**config.mk**
```make
export PLATFORM = sky130hd
export DESIGN_NAME = salc_queue
export DESIGN_NICKNAME = d
export VERILOG_FILES = /design/src/salc_queue.sv
export SDC_FILE = /design/constraint.sdc
export NUM_CORES = 1
export LEC_CHECK = 0
export ABC_AREA = 1
export BUFFER_PORTS_ARGS = -buffer_cell sky130_fd_sc_hd__clkbuf_2
export CAP_MARGIN = 30
export CORE_MARGIN = 2
export CORE_UTILIZATION = 50
export CTS_CLUSTER_SIZE = 16
export DETAILED_ROUTE_END_ITERATION = 8
export GPL_TIMING_DRIVEN = 0
export PLACE_DENSITY = 0.8
export SLEW_MARGIN = 40
export SYNTH_ARGS = -nofsm -noshare
export SYNTH_HDL_FRONTEND = slang
export SYNTH_SLANG_ARGS = --single-unit
export TNS_END_PERCENT = 30
```
**constraint.sdc**
```tcl
create_clock -name clock -period 5.1 [get_ports clock]
set_clock_uncertainty 0.1 [all_clocks]
set_input_delay 1.02 -clock clock [delete_from_list [all_inputs] [get_ports clock]]
set_output_delay 1.02 -clock clock [all_outputs]
set_load 0.005 [all_outputs]
```
**src/salc_queue.sv**
```systemverilog
// ----------------------------------------------------------------------------
// salc_queue
// Two-entry queue between the front end and the lookup back end.
// ----------------------------------------------------------------------------
module salc_queue #(
   parameter int WIDTH = 53
) (
   input  logic             clock,
   input  logic             reset,
   input  logic             push,
   input  logic [WIDTH-1:0] push_data,
   output logic             full,
   input  logic             pop,
   output logic             not_empty,
   output logic [WIDTH-1:0] pop_data
);

   logic [WIDTH-1:0] slot_ff [2];
   logic             wr_ptr_ff, wr_ptr_in;
   logic             rd_ptr_ff, rd_ptr_in;
   logic [1:0]       count_ff, count_in;

   assign full      = (count_ff == 2'd2);
   assign not_empty = (count_ff != 2'd0);
   assign pop_data  = slot_ff[rd_ptr_ff];

   // pointer and fill count
   always_comb begin
      wr_ptr_in = push ? ~wr_ptr_ff : wr_ptr_ff;
      rd_ptr_in = pop ? ~rd_ptr_ff : rd_ptr_ff;
      count_in  = count_ff + 2'(push) - 2'(pop);
   end

   always_ff @(posedge clock) begin
      if (reset) begin
         wr_ptr_ff <= 1'b0;
         rd_ptr_ff <= 1'b0;
         count_ff  <= 2'd0;
      end else begin
         wr_ptr_ff <= wr_ptr_in;
         rd_ptr_ff <= rd_ptr_in;
         count_ff  <= count_in;
      end
   end

   // storage
   always_ff @(posedge clock) begin
      if (push) begin
         slot_ff[wr_ptr_ff] <= push_data;
      end
   end

endmodule

```
==> impl_metrics.csv <==
group,metric,value,unit
cts,post_cts.repair.setup_buffers,0,
routing,dr.pass1.iters,4,
sta,finalSetupViolCount,0,
logic_synthesis,muxShareOfSynthArea,0.182,
grt,antenna_found_initial,0,
sta,relSlewSlack,0.739,
sta,setup_ws,2.52,ns
floorplanning,core_area,8300,um2
logic_synthesis,synth_edf_count,106,
cts,clkLatencyLatePin,0.35,ns
routing,vias_per_cell,4.91,
floorplanning,io-pin-count,112,
cells_and_area,n_fill_cell,593,
logic_synthesis,synth_area_per_cell,22.0,um2
logic_synthesis,synth.net_count,255,
floorplanning,fp.dieW,96.8,um
logic_synthesis,netlist_instances,196,
floorplanning,rows,33,
logic_synthesis,yosysTopAreaCell,"edfxtp_1",
cts,clk_pin_slew,0.10,ns
setup_path,critPathLaunchType,"register",
routing,vias,2119,
sta,min_period,2.58,ns
setup_path,worstSetupEndpointType,"output port",
setup_path,crit_slowest_cell,"dfxtp_1",
logic_synthesis,synth_top_area_frac,0.740,
cts,cts_root_buffer,"clkbuf_8",
floorplanning,initial_core_util,0.518,
cells_and_area,design_area,5300,um2
sta,rsz0062_at_grt,"no",
floorplanning,fp.dieH,96.8,um
setup_path,required,3.98,ns
logic_synthesis,synth_cell_type_count,14,
floorplanning,die_area,9360,um2
cells_and_area,synthToLayoutAreaGrowth,23.1,%
routing,wl_per_cell,15.3,um
cells_and_area,layout.nets,381,
placed_design,routabilityCongestion,0.676,
placed_design,pre_cts_ws,2.74,ns
sta,min_period_over_period,0.506,
logic_synthesis,synthTopCellsByCount,"106 x edfxtp_1, 50 x mux2_4, 8 x inv_1",
cts,cts_hold_buf,0,
setup_path,worstReg2RegEnd,"slot_ff[1][47]",
grt,grt.total_usage,0.145,
grt,grt_first_pass_wirelength,10600,um
sta,hold_viol,0,
setup_path,reg2reg_setup_slack,3.59,ns
logic_synthesis,async_flop_share,0,
power,power.total,1.84,mW
setup_path,path_class,"register to output port",
sta,tightest_slew,0.391,ns
logic_synthesis,synthXorXnorAreaFrac,0.00204,
setup_path,reg2reg_depth,3,
grt,grt_max_degree,29,
logic_synthesis,yosysMostFrequentCell,"edfxtp_1",
worst_hold_path,hold_path_startpoint,"rd_ptr_ff",
cells_and_area,antenna_cells,0,
logic_synthesis,synth_area,4300,um2
logic_synthesis,synth-simple-area-share,0.0128,
setup_path,path_cells,"buf_6, buf_12, mux2_4, clkbuf_2",
setup_path,slowest_delay,0.33,ns
routing,drtAntennaViolNets,0,
logic_synthesis,yosys_warnings,0,
placed_design,place_area,5090,um2
power,power_density,348,nW/um2
routing,drt-total-wl,6630,um
cts,cts_resized,0,
flow_run,max_cap_violations,0,
logic_synthesis,synth_top_family_by_area,"multiplexers",
cts,clk_path_buf_depth,2,
logic_synthesis,synthAdderAreaFrac,0.00582,
worst_hold_path,hold_path.class,"register to register",
placed_design,io_buffers,111,
setup_path,r2r-start,"wr_ptr_ff",
cts,cts_buffers,9,
placed_design,hpwl,4740,um
logic_synthesis,synth-seq-cells,111,
logic_synthesis,synth_compound_area_frac,0.00116,
outcome,status,"completed",
grt,grt_pass1_vias,2245,
sta,fmax,0.388,GHz
routing,drc,0,
cts,cts_max_level,3,
cells_and_area,layout-drive-gt1-share,0.584,
logic_synthesis,synth_ff_type,"edfxtp_1",
grt,grt_overflow_total,0,
setup_path,critPathArrivalTime,1.46,ns
cts,cts.sinks,111,
power,ir_drop,0.205,mV
sta,slew_viol_final,0,
power,leakage,2.16,nW
worst_hold_path,whs_path_depth,2,
logic_synthesis,yosys-top-cells-area,"edfxtp_1 74%, mux2_4 17%, buf_12 2.3%",
setup_path,critPathMaxFanout,10,
cts,tritoncts,"done",
routing,drt_iter0_drc,117,
logic_synthesis,yosysSeqAreaShare,0.763,
==> per-stage QoR <==
| stage | TNS, ns | std cells | hold slack, ns | utilization |
|---|---|---|---|---|
| after global placement | -5.94 | 412 | 0.399 | 0.601 |
| after floorplan | 0 | 196 | 0.380 | - |
| after global routing | 0 | 432 | 0.462 | 0.638 |
| after detailed placement | 0 | 416 | 0.412 | 0.613 |
| after CTS | 0 | 432 | 0.445 | 0.638 |
| final | 0 | 432 | 0.438 | 0.638 |
==> area by class of cell <==
| type | count | area [um2] | area share |
|---|---|---|---|
| multi-input cells | 71 | 886 | 0.167 |
| repair buffers | 115 | 646 | 0.122 |
| well taps | 105 | 131 | 0.0248 |
| clock inverters | 6 | 77.6 | 0.0147 |
| inverters | 8 | 32.5 | 0.00614 |
| clock buffers | 10 | 128 | 0.0241 |
| plain buffers | 6 | 111 | 0.0210 |
| flip-flops and latches | 111 | 3280 | 0.620 |
==> where the power goes <==
group	switching (mW)	leakage [nW]	total, mW	internal [mW]
registers	0.0132	1.04	1.07	1.05
logic	0.106	1.02	0.251	0.145
clock network	0.289	0.101	0.526	0.237
==> sequential cells by signal, summed over array words and instances (netlist names), named ones only <==
name / cells
count_ff: 2
rd_ptr_ff: 1
slot_ff: 106
wr_ptr_ff: 1
==> per-layer routing <==
layer,global-route usage,up-vias,wire [um]
li1,-,1006,-
met1,0.166,1029,2600
met2,0.263,74,3620
met3,0.0275,10,307
met4,0.0661,0,94
met5,0,-,0
==> logic make-up (layout without fill, tap and decap cells) <==
kind of cell	after synthesis	in the layout
AOI/OAI and AO/OA	1	1
xor gates and xnor gates	1	1
adders and majority gates	2	2
buffers and inverters	14	145
DFF	111	111
muxes	53	53
and+or+nand+nor	14	14
==> worst max path at each step <==
stage | endpoint | from | cells past startpoint | slack [ns]
final | pop_data[50] | register | 4 | 2.52
after global routing | pop_data[31] | register | 4 | 2.45
after CTS | pop_data[51] | register | 4 | 2.49
after detailed placement | slot_ff[0][44] | push | 5 | 2.74
after global placement | slot_ff[0][44] | push | 3 | -0.11
after floorplan | slot_ff[0][0] | push | 2 | 1.25
==> critical path, delay by kind of cell (launching register included) <==
| kind | cells | cell delay, ns |
|---|---|---|
| DFF | 1 | 0.33 |
| buffers and inverters | 3 | 0.47 |
| muxes | 1 | 0.30 |
==> cells in the final DEF (no fill, tap or decap), types with 2 or more instances in the layout <==
master,n
ha_1,2
edfxtp_1,106
buf_12,6
buf_16,2
inv_8,2
dfxtp_1,5
mux2_4,50
clkbuf_2,111
nor2_1,6
mux2_2,3
nand2_1,5
clkbuf_8,9
inv_1,7
No activity file was read; power rests on OpenSTA's default activity.
