File: config.mk
export PLATFORM = sky130hd
export DESIGN_NAME = salc_front
export DESIGN_NICKNAME = d
export VERILOG_FILES = /design/src/salc_pkg.sv /design/src/salc_front.sv
export SDC_FILE = /design/constraint.sdc
export NUM_CORES = 1
export LEC_CHECK = 0
export ABC_AREA = 1
export CAP_MARGIN = 20
export CORE_ASPECT_RATIO = 2
export CORE_MARGIN = 5
export CORE_UTILIZATION = 65
export DETAILED_ROUTE_END_ITERATION = 8
export DONT_BUFFER_PORTS = 1
export GPL_TIMING_DRIVEN = 0
export PLACE_DENSITY = 0.81
export SYNTH_ARGS = -nofsm -noshare
export SYNTH_HDL_FRONTEND = slang
export SYNTH_SLANG_ARGS = --single-unit
File: constraint.sdc
create_clock -name vclk -period 3.1
set_input_delay 0.31 -clock vclk [all_inputs]
set_output_delay 0.31 -clock vclk [all_outputs]
set_load 0.03 [all_outputs]
File: src/salc_pkg.sv
// ----------------------------------------------------------------------------
// salc_pkg
// Shared types and constants of the set-associative LRU cache tag model.
// ----------------------------------------------------------------------------
package salc_pkg;

   // access kinds carried by a request transaction
   typedef enum logic [1:0] {
      MODE_FETCH  = 2'd0,
      MODE_LOAD   = 2'd1,
      MODE_STORE  = 2'd2,
      MODE_MODIFY = 2'd3
   } mode_type;

   // lookup outcome codes
   typedef enum logic [1:0] {
      OUT_HIT   = 2'd0,
      OUT_MISS  = 2'd1,
      OUT_EVICT = 2'd2
   } outcome_type;

   // back end sequencer
   typedef enum logic [1:0] {
      BK_IDLE,
      BK_LOOK,
      BK_MOD2,
      BK_CLEAR
   } back_state_type;

   // control register port
   localparam int CSR_IDX_W  = 2;
   localparam int CSR_DATA_W = 5;

   localparam logic [CSR_IDX_W-1:0] CSR_SET_BITS   = 2'd0;
   localparam logic [CSR_IDX_W-1:0] CSR_BLOCK_BITS = 2'd1;
   localparam logic [CSR_IDX_W-1:0] CSR_WAYS       = 2'd2;

   localparam int SET_BITS_W   = 3;
   localparam int BLOCK_BITS_W = 5;
   localparam int WAYS_W       = 4;

   localparam logic [SET_BITS_W-1:0]   SET_BITS_RST   = 3'd4;
   localparam logic [BLOCK_BITS_W-1:0] BLOCK_BITS_RST = 5'd4;
   localparam logic [WAYS_W-1:0]       WAYS_RST       = 4'd1;

   // statistics counters
   localparam int CNT_W = 32;

endpackage

File: src/salc_front.sv
// ----------------------------------------------------------------------------
// salc_front
// Request front end: drops fetches, splits the address into set and tag and
// pushes one lookup transaction into the queue.
// ----------------------------------------------------------------------------
module salc_front #(
   parameter int ADDR_BITS    = 48,
   parameter int MAX_SET_BITS = 6,
   parameter int SB_W         = 3,
   parameter int TAG_W        = 46
) (
   input  logic                                 req_valid,
   output logic                                 req_stall,
   input  logic [1:0]                           req_mode,
   input  logic [ADDR_BITS-1:0]                 req_address,
   input  logic [SB_W-1:0]                      set_bits_eff,
   input  logic [salc_pkg::BLOCK_BITS_W-1:0]    block_bits_eff,
   input  logic                                 q_full,
   output logic                                 q_push,
   output logic [MAX_SET_BITS-1:0]              q_set,
   output logic [TAG_W-1:0]                     q_tag,
   output logic                                 q_modify
);

   logic [5:0]              tag_shamt;
   logic [MAX_SET_BITS-1:0] set_mask;

   // hold the requester only while the queue is full
   assign req_stall = q_full;
   assign q_push    = req_valid && !q_full &&
                      (req_mode != salc_pkg::MODE_FETCH);
   assign q_modify  = (req_mode == salc_pkg::MODE_MODIFY);

   // set index sits above the block offset, tag above the set index
   assign set_mask  = ~({MAX_SET_BITS{1'b1}} << set_bits_eff);
   assign q_set     = MAX_SET_BITS'(req_address >> block_bits_eff) & set_mask;
   assign tag_shamt = 6'(block_bits_eff) + 6'(set_bits_eff);
   assign q_tag     = TAG_W'(req_address >> tag_shamt);

endmodule

==> flow_metrics.py, run 1 <==
metrics = {
    "global_routing": {
        "grt_overflow": 38,
        "grt_pass1_vias": 7330,
        "grt_pass1_wl_mm": 40.77,
        "grt_usage_pct": 64.77,
        "grt_max_degree": 18,
    },
    "synth": {
        "synth_mux_area_share_pct": 0,
        "yosys_warnings": 0,
        "synth_common_cells": "nand3_1, nand2_1, buf_2",
        "synthAdderAreaFrac_pct": 1.366,
        "yosysMostFrequentCell": "nand3_1",
        "synth-compound-area-share_pct": 11.79,
        "synth_area_leader_cell": "nand3_1",
        "synth_top_area_share_pct": 47.62,
        "seq_area_frac_synth_pct": 0,
        "synthTopCellsByArea": "nand3_1, nand2_1, o211ai_1",
        "synth_cell_type_count": 29,
        "synthXorXnorAreaFrac_pct": 0,
        "syn_inst": 869,
        "synth_top_family_by_area": "simple AND/OR/NAND/NOR gates",
        "synth-simple-area-share_pct": 74.17,
        "synth_area_mm2": 0.004214,
        "syn_avg_cell_area_um2": 4.849,
        "synth.net_count": 933,
    },
    "placement": {
        "io_buffers": 0,
        "place_area_mm2": 0.004322,
        "hpwl_mm": 17.79,
        "place_congestion": 1.279,
    },
    "die": {
        "io_pins": 115,
        "row_count": 41,
        "die_y_um": 123.9,
        "die_x_um": 66.94,
        "initial_core_util_pct": 66.79,
    },
    "run_status": {
        "first-error": "[ERROR GRT-0116] Global routing finished with congestion. Check the congestion regions in the DRC Viewer.",
        "haltStage": "5_1_grt",
        "status": "aborted with a tool error",
    },
    "clock_network": {
        "post-cts-setup-buffers": 0,
    },
}
[cell families after synthesis]
group,after synthesis
AO/OA/AOI/OAI,80
adder cells (fa/ha/maj),4
buffers and inverters,110
AND/OR/NAND/NOR,675
[metal layers]
layer,GRT overflow,global-route usage [%]
met3,0,45.40
met5,0,1.389
met4,17,65.95
met1,0,61.93
met2,21,86.44
[what timing repair did]
item                       CTS
gates resized for setup     16
setup endpoints to repair   45
hold buffers                 0
pin swaps                    0
[through the flow]
stage,worst slack (ns),cells
2_1_floorplan,0.3693,869
3_3_place_gp,-0.2241,955
4_1_cts,0.01096,954
3_5_place_dp,-0.2518,955
==> run 2, diff against run 1 <==
--- a/config.mk
+++ b/config.mk
@@ -7,13 +7,12 @@
 export LEC_CHECK = 0
 export ABC_AREA = 1
 export CAP_MARGIN = 20
-export CORE_ASPECT_RATIO = 2
 export CORE_MARGIN = 5
-export CORE_UTILIZATION = 65
+export CORE_UTILIZATION = 40
 export DETAILED_ROUTE_END_ITERATION = 8
 export DONT_BUFFER_PORTS = 1
 export GPL_TIMING_DRIVEN = 0
-export PLACE_DENSITY = 0.81
+export PLACE_DENSITY_LB_ADDON = 0.15
 export SYNTH_ARGS = -nofsm -noshare
 export SYNTH_HDL_FRONTEND = slang
 export SYNTH_SLANG_ARGS = --single-unit
==> flow_metrics.py, run 2 <==
metrics = {
    "global_routing": {
        "grt_overflow": 0,
        "grt_usage_pct": 30.89,
        "antenna_found_initial": 0,
        "grt_pass1_vias": 5812,
        "grt_pass1_wl_mm": 32.14,
        "grt_max_degree": 18,
    },
    "power": {
        "vdd_ir_drop_max_v": 0.0002018,
        "fin_total_pwr_mw": 1.735,
        "p_per_area_mw_per_mm2": 386.6,
        "leakagePower_nw": 2.115,
    },
    "flow_run": {
        "cap_violations": 0,
    },
    "die": {
        "row_count": 37,
        "die_y_um": 112.6,
        "core-area_mm2": 0.01032,
        "io_pins": 115,
        "die_area_mm2": 0.01269,
        "initial_core_util_pct": 40.82,
        "die_x_um": 112.6,
    },
    "layout": {
        "clkbuf_count": 0,
        "fin_nets": 934,
        "fin_cells": 1004,
        "mostFrequentLayoutCell": "nand3_1",
        "drive_gt1_share_pct": 12.10,
        "regArea_um2": 0,
        "n_sequential_cell": 0,
        "diodes": 0,
        "stdcell_area_mm2": 0.004487,
        "most-common-layout-cells": "nand3_1, nand2_1, buf_2",
        "area_growth_pct": 6.473,
        "nFillCells": 1250,
    },
    "min_path": {
        "hold_depth": 1,
        "min_path_type": "in -> out",
    },
    "critical_path": {
        "worstSetupPathType": "in -> out",
        "cp.arrival_ns": 2.70,
        "critical-path-slowest-cell": "fa_1",
        "slowest_delay_ns": 0.52,
        "crit_required_ns": 2.79,
        "crit_chain": "buf_2, inv_4, fa_1, clkbuf_4, inv_2, buf_2, o211ai_1, nand3_1, nand3_1, nand2_1, o21ai_1",
        "start_kind": "primary input",
        "crit_path_max_fanout": 17,
        "worstSetupEndpointType": "output pin",
    },
    "synth": {
        "synthTopCellsByArea": "nand3_1, nand2_1, o211ai_1",
        "synth-compound-area-share_pct": 11.79,
        "synthXorXnorAreaFrac_pct": 0,
        "synth-simple-area-share_pct": 74.17,
        "synth_area_mm2": 0.004214,
        "yosysMostFrequentCell": "nand3_1",
        "yosys_warnings": 0,
        "synth_cell_type_count": 29,
        "syn_avg_cell_area_um2": 4.849,
        "synth_common_cells": "nand3_1, nand2_1, buf_2",
        "synth.net_count": 933,
        "synth_top_area_share_pct": 47.62,
        "synthAdderAreaFrac_pct": 1.366,
        "seq_area_frac_synth_pct": 0,
        "syn_inst": 869,
        "synth_area_leader_cell": "nand3_1",
        "synth_mux_area_share_pct": 0,
        "synth_top_family_by_area": "simple AND/OR/NAND/NOR gates",
    },
    "timing": {
        "setup_violations": 0,
        "relSlewSlack_pct": 55.03,
        "worst_slew_pin_slew_ns": 0.6767,
        "final.period_utilization_pct": 97.23,
        "fin_crit_ns": 3.014,
        "hold_ws_ns": 0.7341,
        "rsz0062_at_grt": "false",
        "hold_viol_final": 0,
        "slew_violations": 0,
        "fmax_ghz": 0.3318,
        "tns_ns": 0,
    },
    "drt": {
        "avgRoutedWirePerCell_um": 20.76,
        "drt_wl_total_mm": 20.85,
        "dr.pass1.iters": 6,
        "first_iter_violations": 765,
        "ant_nets": 0,
        "drc": 0,
        "viasPerCell": 6.471,
        "via_count": 6497,
    },
    "placement": {
        "io_buffers": 0,
        "hpwl_mm": 16.87,
        "place_area_mm2": 0.004384,
        "place_congestion": 1.003,
        "dp.cells": 1005,
    },
    "clock_network": {
        "cts_hold_buf": 0,
    },
    "run_status": {
        "status": "finished clean",
    },
}
run 2: cell families (layout without fill, tap and decap cells):
logic type | Yosys count | count (layout)
compound gates | 80 | 80
fa+ha+maj | 4 | 4
buf+inv | 110 | 109
simple gates | 675 | 675
run 2: worst max-delay path: cells and delay by family:
family | cells | cell delay (ns)
and+or+nand+nor | 3 | 0.37
AOI/OAI and AO/OA | 2 | 0.65
buffers and inverters | 5 | 0.83
adders and majority gates | 1 | 0.52
run 2: where the power goes:
group / internal, mW / leakage (nW) / switching, mW / total, mW
sequential: 0 / 0 / 0 / 0
clock: 0 / 0 / 0 / 0
combinational: 0.447 / 2.12 / 1.29 / 1.73
run 2: per-layer routing:
metal | share of wire, % | vias up | track usage [%]
met5 | 0 | - | 0
met4 | 4.7 | 0 | 12.74
met3 | 13 | 77 | 6.469
met2 | 44 | 497 | 49.09
met1 | 38 | 2878 | 40.42
li1 | - | 3045 | -
run 2: final cells by class:
| cell class | count | area (um2) | area share [%] |
|---|---|---|---|
| Buffer | 70 | 386.6 | 8.617 |
| Multi-Input combinational cell | 759 | 3779 | 84.22 |
| Tap cell | 136 | 170.2 | 3.793 |
| Inverter | 39 | 151.4 | 3.374 |
run 2: per-stage QoR:
stage,utilization (%),worst slack [ns]
3_3_place_gp,42.47,-0.1979
4_1_cts,42.71,0.001077
5_1_grt,43.46,0.002613
3_5_place_dp,42.47,-0.2072
2_1_floorplan,-,0.3693
6_report,43.46,0.08594
run 2: final timing paths:
check	startpoint	to
worst max-delay path	block_bits_eff[1]	q_tag[18]
worst min-delay path	q_full	q_push
run 2: what timing repair did:
item	CTS	global route
buffers inserted	0	0
endpoints found under the setup margin	39	42
gates resized for setup	8	22
pin swaps	0	0
(Power assumes the default switching activity.)
==> run 3, diff against run 2 <==
--- a/config.mk
+++ b/config.mk
@@ -11,7 +11,6 @@
 export CORE_UTILIZATION = 40
 export DETAILED_ROUTE_END_ITERATION = 8
 export DONT_BUFFER_PORTS = 1
-export GPL_TIMING_DRIVEN = 0
 export PLACE_DENSITY_LB_ADDON = 0.15
 export SYNTH_ARGS = -nofsm -noshare
 export SYNTH_HDL_FRONTEND = slang
==> constraint.sdc (replaced) <==
create_clock -name vclk -period 2.6
set_input_delay 0.26 -clock vclk [all_inputs]
set_output_delay 0.26 -clock vclk [all_outputs]
set_load 0.03 [all_outputs]
==> flow_metrics.py, run 3 (synthesis gave the netlist of run 2 again) <==
metrics = {
    "timing": {
        "final.period_utilization_pct": 94.48,
        "fin_crit_ns": 2.457,
        "fmax_ghz": 0.4071,
        "rsz0062_at_grt": "false",
        "hold_viol_final": 0,
        "relSlewSlack_pct": 52.64,
        "setup_violations": 0,
        "worst_slew_pin_slew_ns": 0.7096,
        "tns_ns": 0,
        "hold_ws_ns": 0.5203,
        "slew_violations": 0,
    },
    "critical_path": {
        "start_kind": "primary input",
        "worstSetupPathType": "in -> out",
        "worstSetupEndpointType": "output pin",
        "cp.arrival_ns": 2.20,
        "crit_path_max_fanout": 9,
        "crit_required_ns": 2.34,
    },
    "layout": {
        "n_sequential_cell": 0,
        "area_growth_pct": 10.81,
        "clkbuf_count": 0,
        "most-common-layout-cells": "nand3_1, nand2_1, buf_4",
        "fin_nets": 933,
        "drive_gt1_share_pct": 11.76,
        "stdcell_area_mm2": 0.004669,
        "diodes": 0,
        "regArea_um2": 0,
        "nFillCells": 1213,
        "mostFrequentLayoutCell": "nand3_1",
    },
    "global_routing": {
        "grt_usage_pct": 26.28,
        "grt_max_degree": 77,
        "grt_pass1_vias": 5615,
        "grt_overflow": 0,
        "antenna_found_initial": 0,
        "grt_pass1_wl_mm": 28.49,
    },
    "placement": {
        "io_buffers": 0,
        "hpwl_mm": 13.52,
        "place_area_mm2": 0.004658,
        "place_congestion": 0.9544,
    },
    "power": {
        "leakagePower_nw": 2.193,
        "p_per_area_mw_per_mm2": 455.0,
        "vdd_ir_drop_max_v": 0.0002134,
    },
    "clock_network": {
        "cts_hold_buf": 0,
    },
    "die": {
        "row_count": 37,
        "die_y_um": 112.6,
        "core-area_mm2": 0.01032,
        "die_x_um": 112.6,
        "initial_core_util_pct": 40.82,
        "io_pins": 115,
        "die_area_mm2": 0.01269,
    },
    "drt": {
        "dr.pass1.iters": 6,
        "avgRoutedWirePerCell_um": 17.40,
        "viasPerCell": 6.211,
        "first_iter_violations": 771,
        "ant_nets": 0,
        "drt_wl_total_mm": 17.45,
        "drc": 0,
        "via_count": 6230,
    },
    "flow_run": {
        "cap_violations": 0,
    },
    "run_status": {
        "status": "finished clean",
    },
    "min_path": {
        "min_path_type": "in -> out",
    },
}
[run 3: power by group]
group / internal [mW] / total (mW) / leakage, nW / switching (mW)
sequential: 0 / 0 / 0 / 0
combinational: 0.737 / 2.12 / 2.19 / 1.39
clock: 0 / 0 / 0 / 0
[run 3: area by class of cell]
cell class | count | area (um2) | share of cell area [%]
inverters | 39 | 151.4 | 3.242
multi-input cells | 759 | 3714 | 79.53
well taps | 136 | 170.2 | 3.644
repair buffers | 69 | 634.4 | 13.59
[run 3: worst max-delay path: stages]
cell and delay [ns]:
ha_2 0.16, inv_1 0.05, fa_1 0.50, inv_2 0.19, buf_4 0.20, nand3_1 0.14
nand3_1 0.12, nand3_1 0.12, nand3_1 0.11, nand3_1 0.15, buf_12 0.18
[run 3: routing by layer]
layer	track usage [%]	routed length, um	vias to the layer above	part of all wire [%]
li1	-	-	3036	-
met1	36.51	7381	2767	42
met2	41.59	7692	373	44
met3	4.313	1759	54	10
met4	7.692	619	0	3.5
met5	0	0	-	0
[run 3: stage by stage]
stage	util (%)	std cells	setup WS [ns]	power, mW
after detailed placement	45.12	1003	0.1708	2.102
after floorplan	-	869	0.004236	1.553
after global routing	45.23	1003	0.0005320	2.328
after CTS	45.12	1003	0.1753	2.105
final	45.23	1003	0.1434	2.125
after global placement	45.12	1003	0.1610	2.100
[run 3: path summary, 6_finish.rpt]
check / slack, ns / end / start / depth (start not counted)
min: 0.52 / req_stall / q_full / 0
max: 0.14 / q_tag[9] / set_bits_eff[0] / 11
[run 3: what timing repair did]
action,CTS,global route
endpoints found under the setup margin,0,4
gates resized for setup,0,3
buffers inserted,0,0
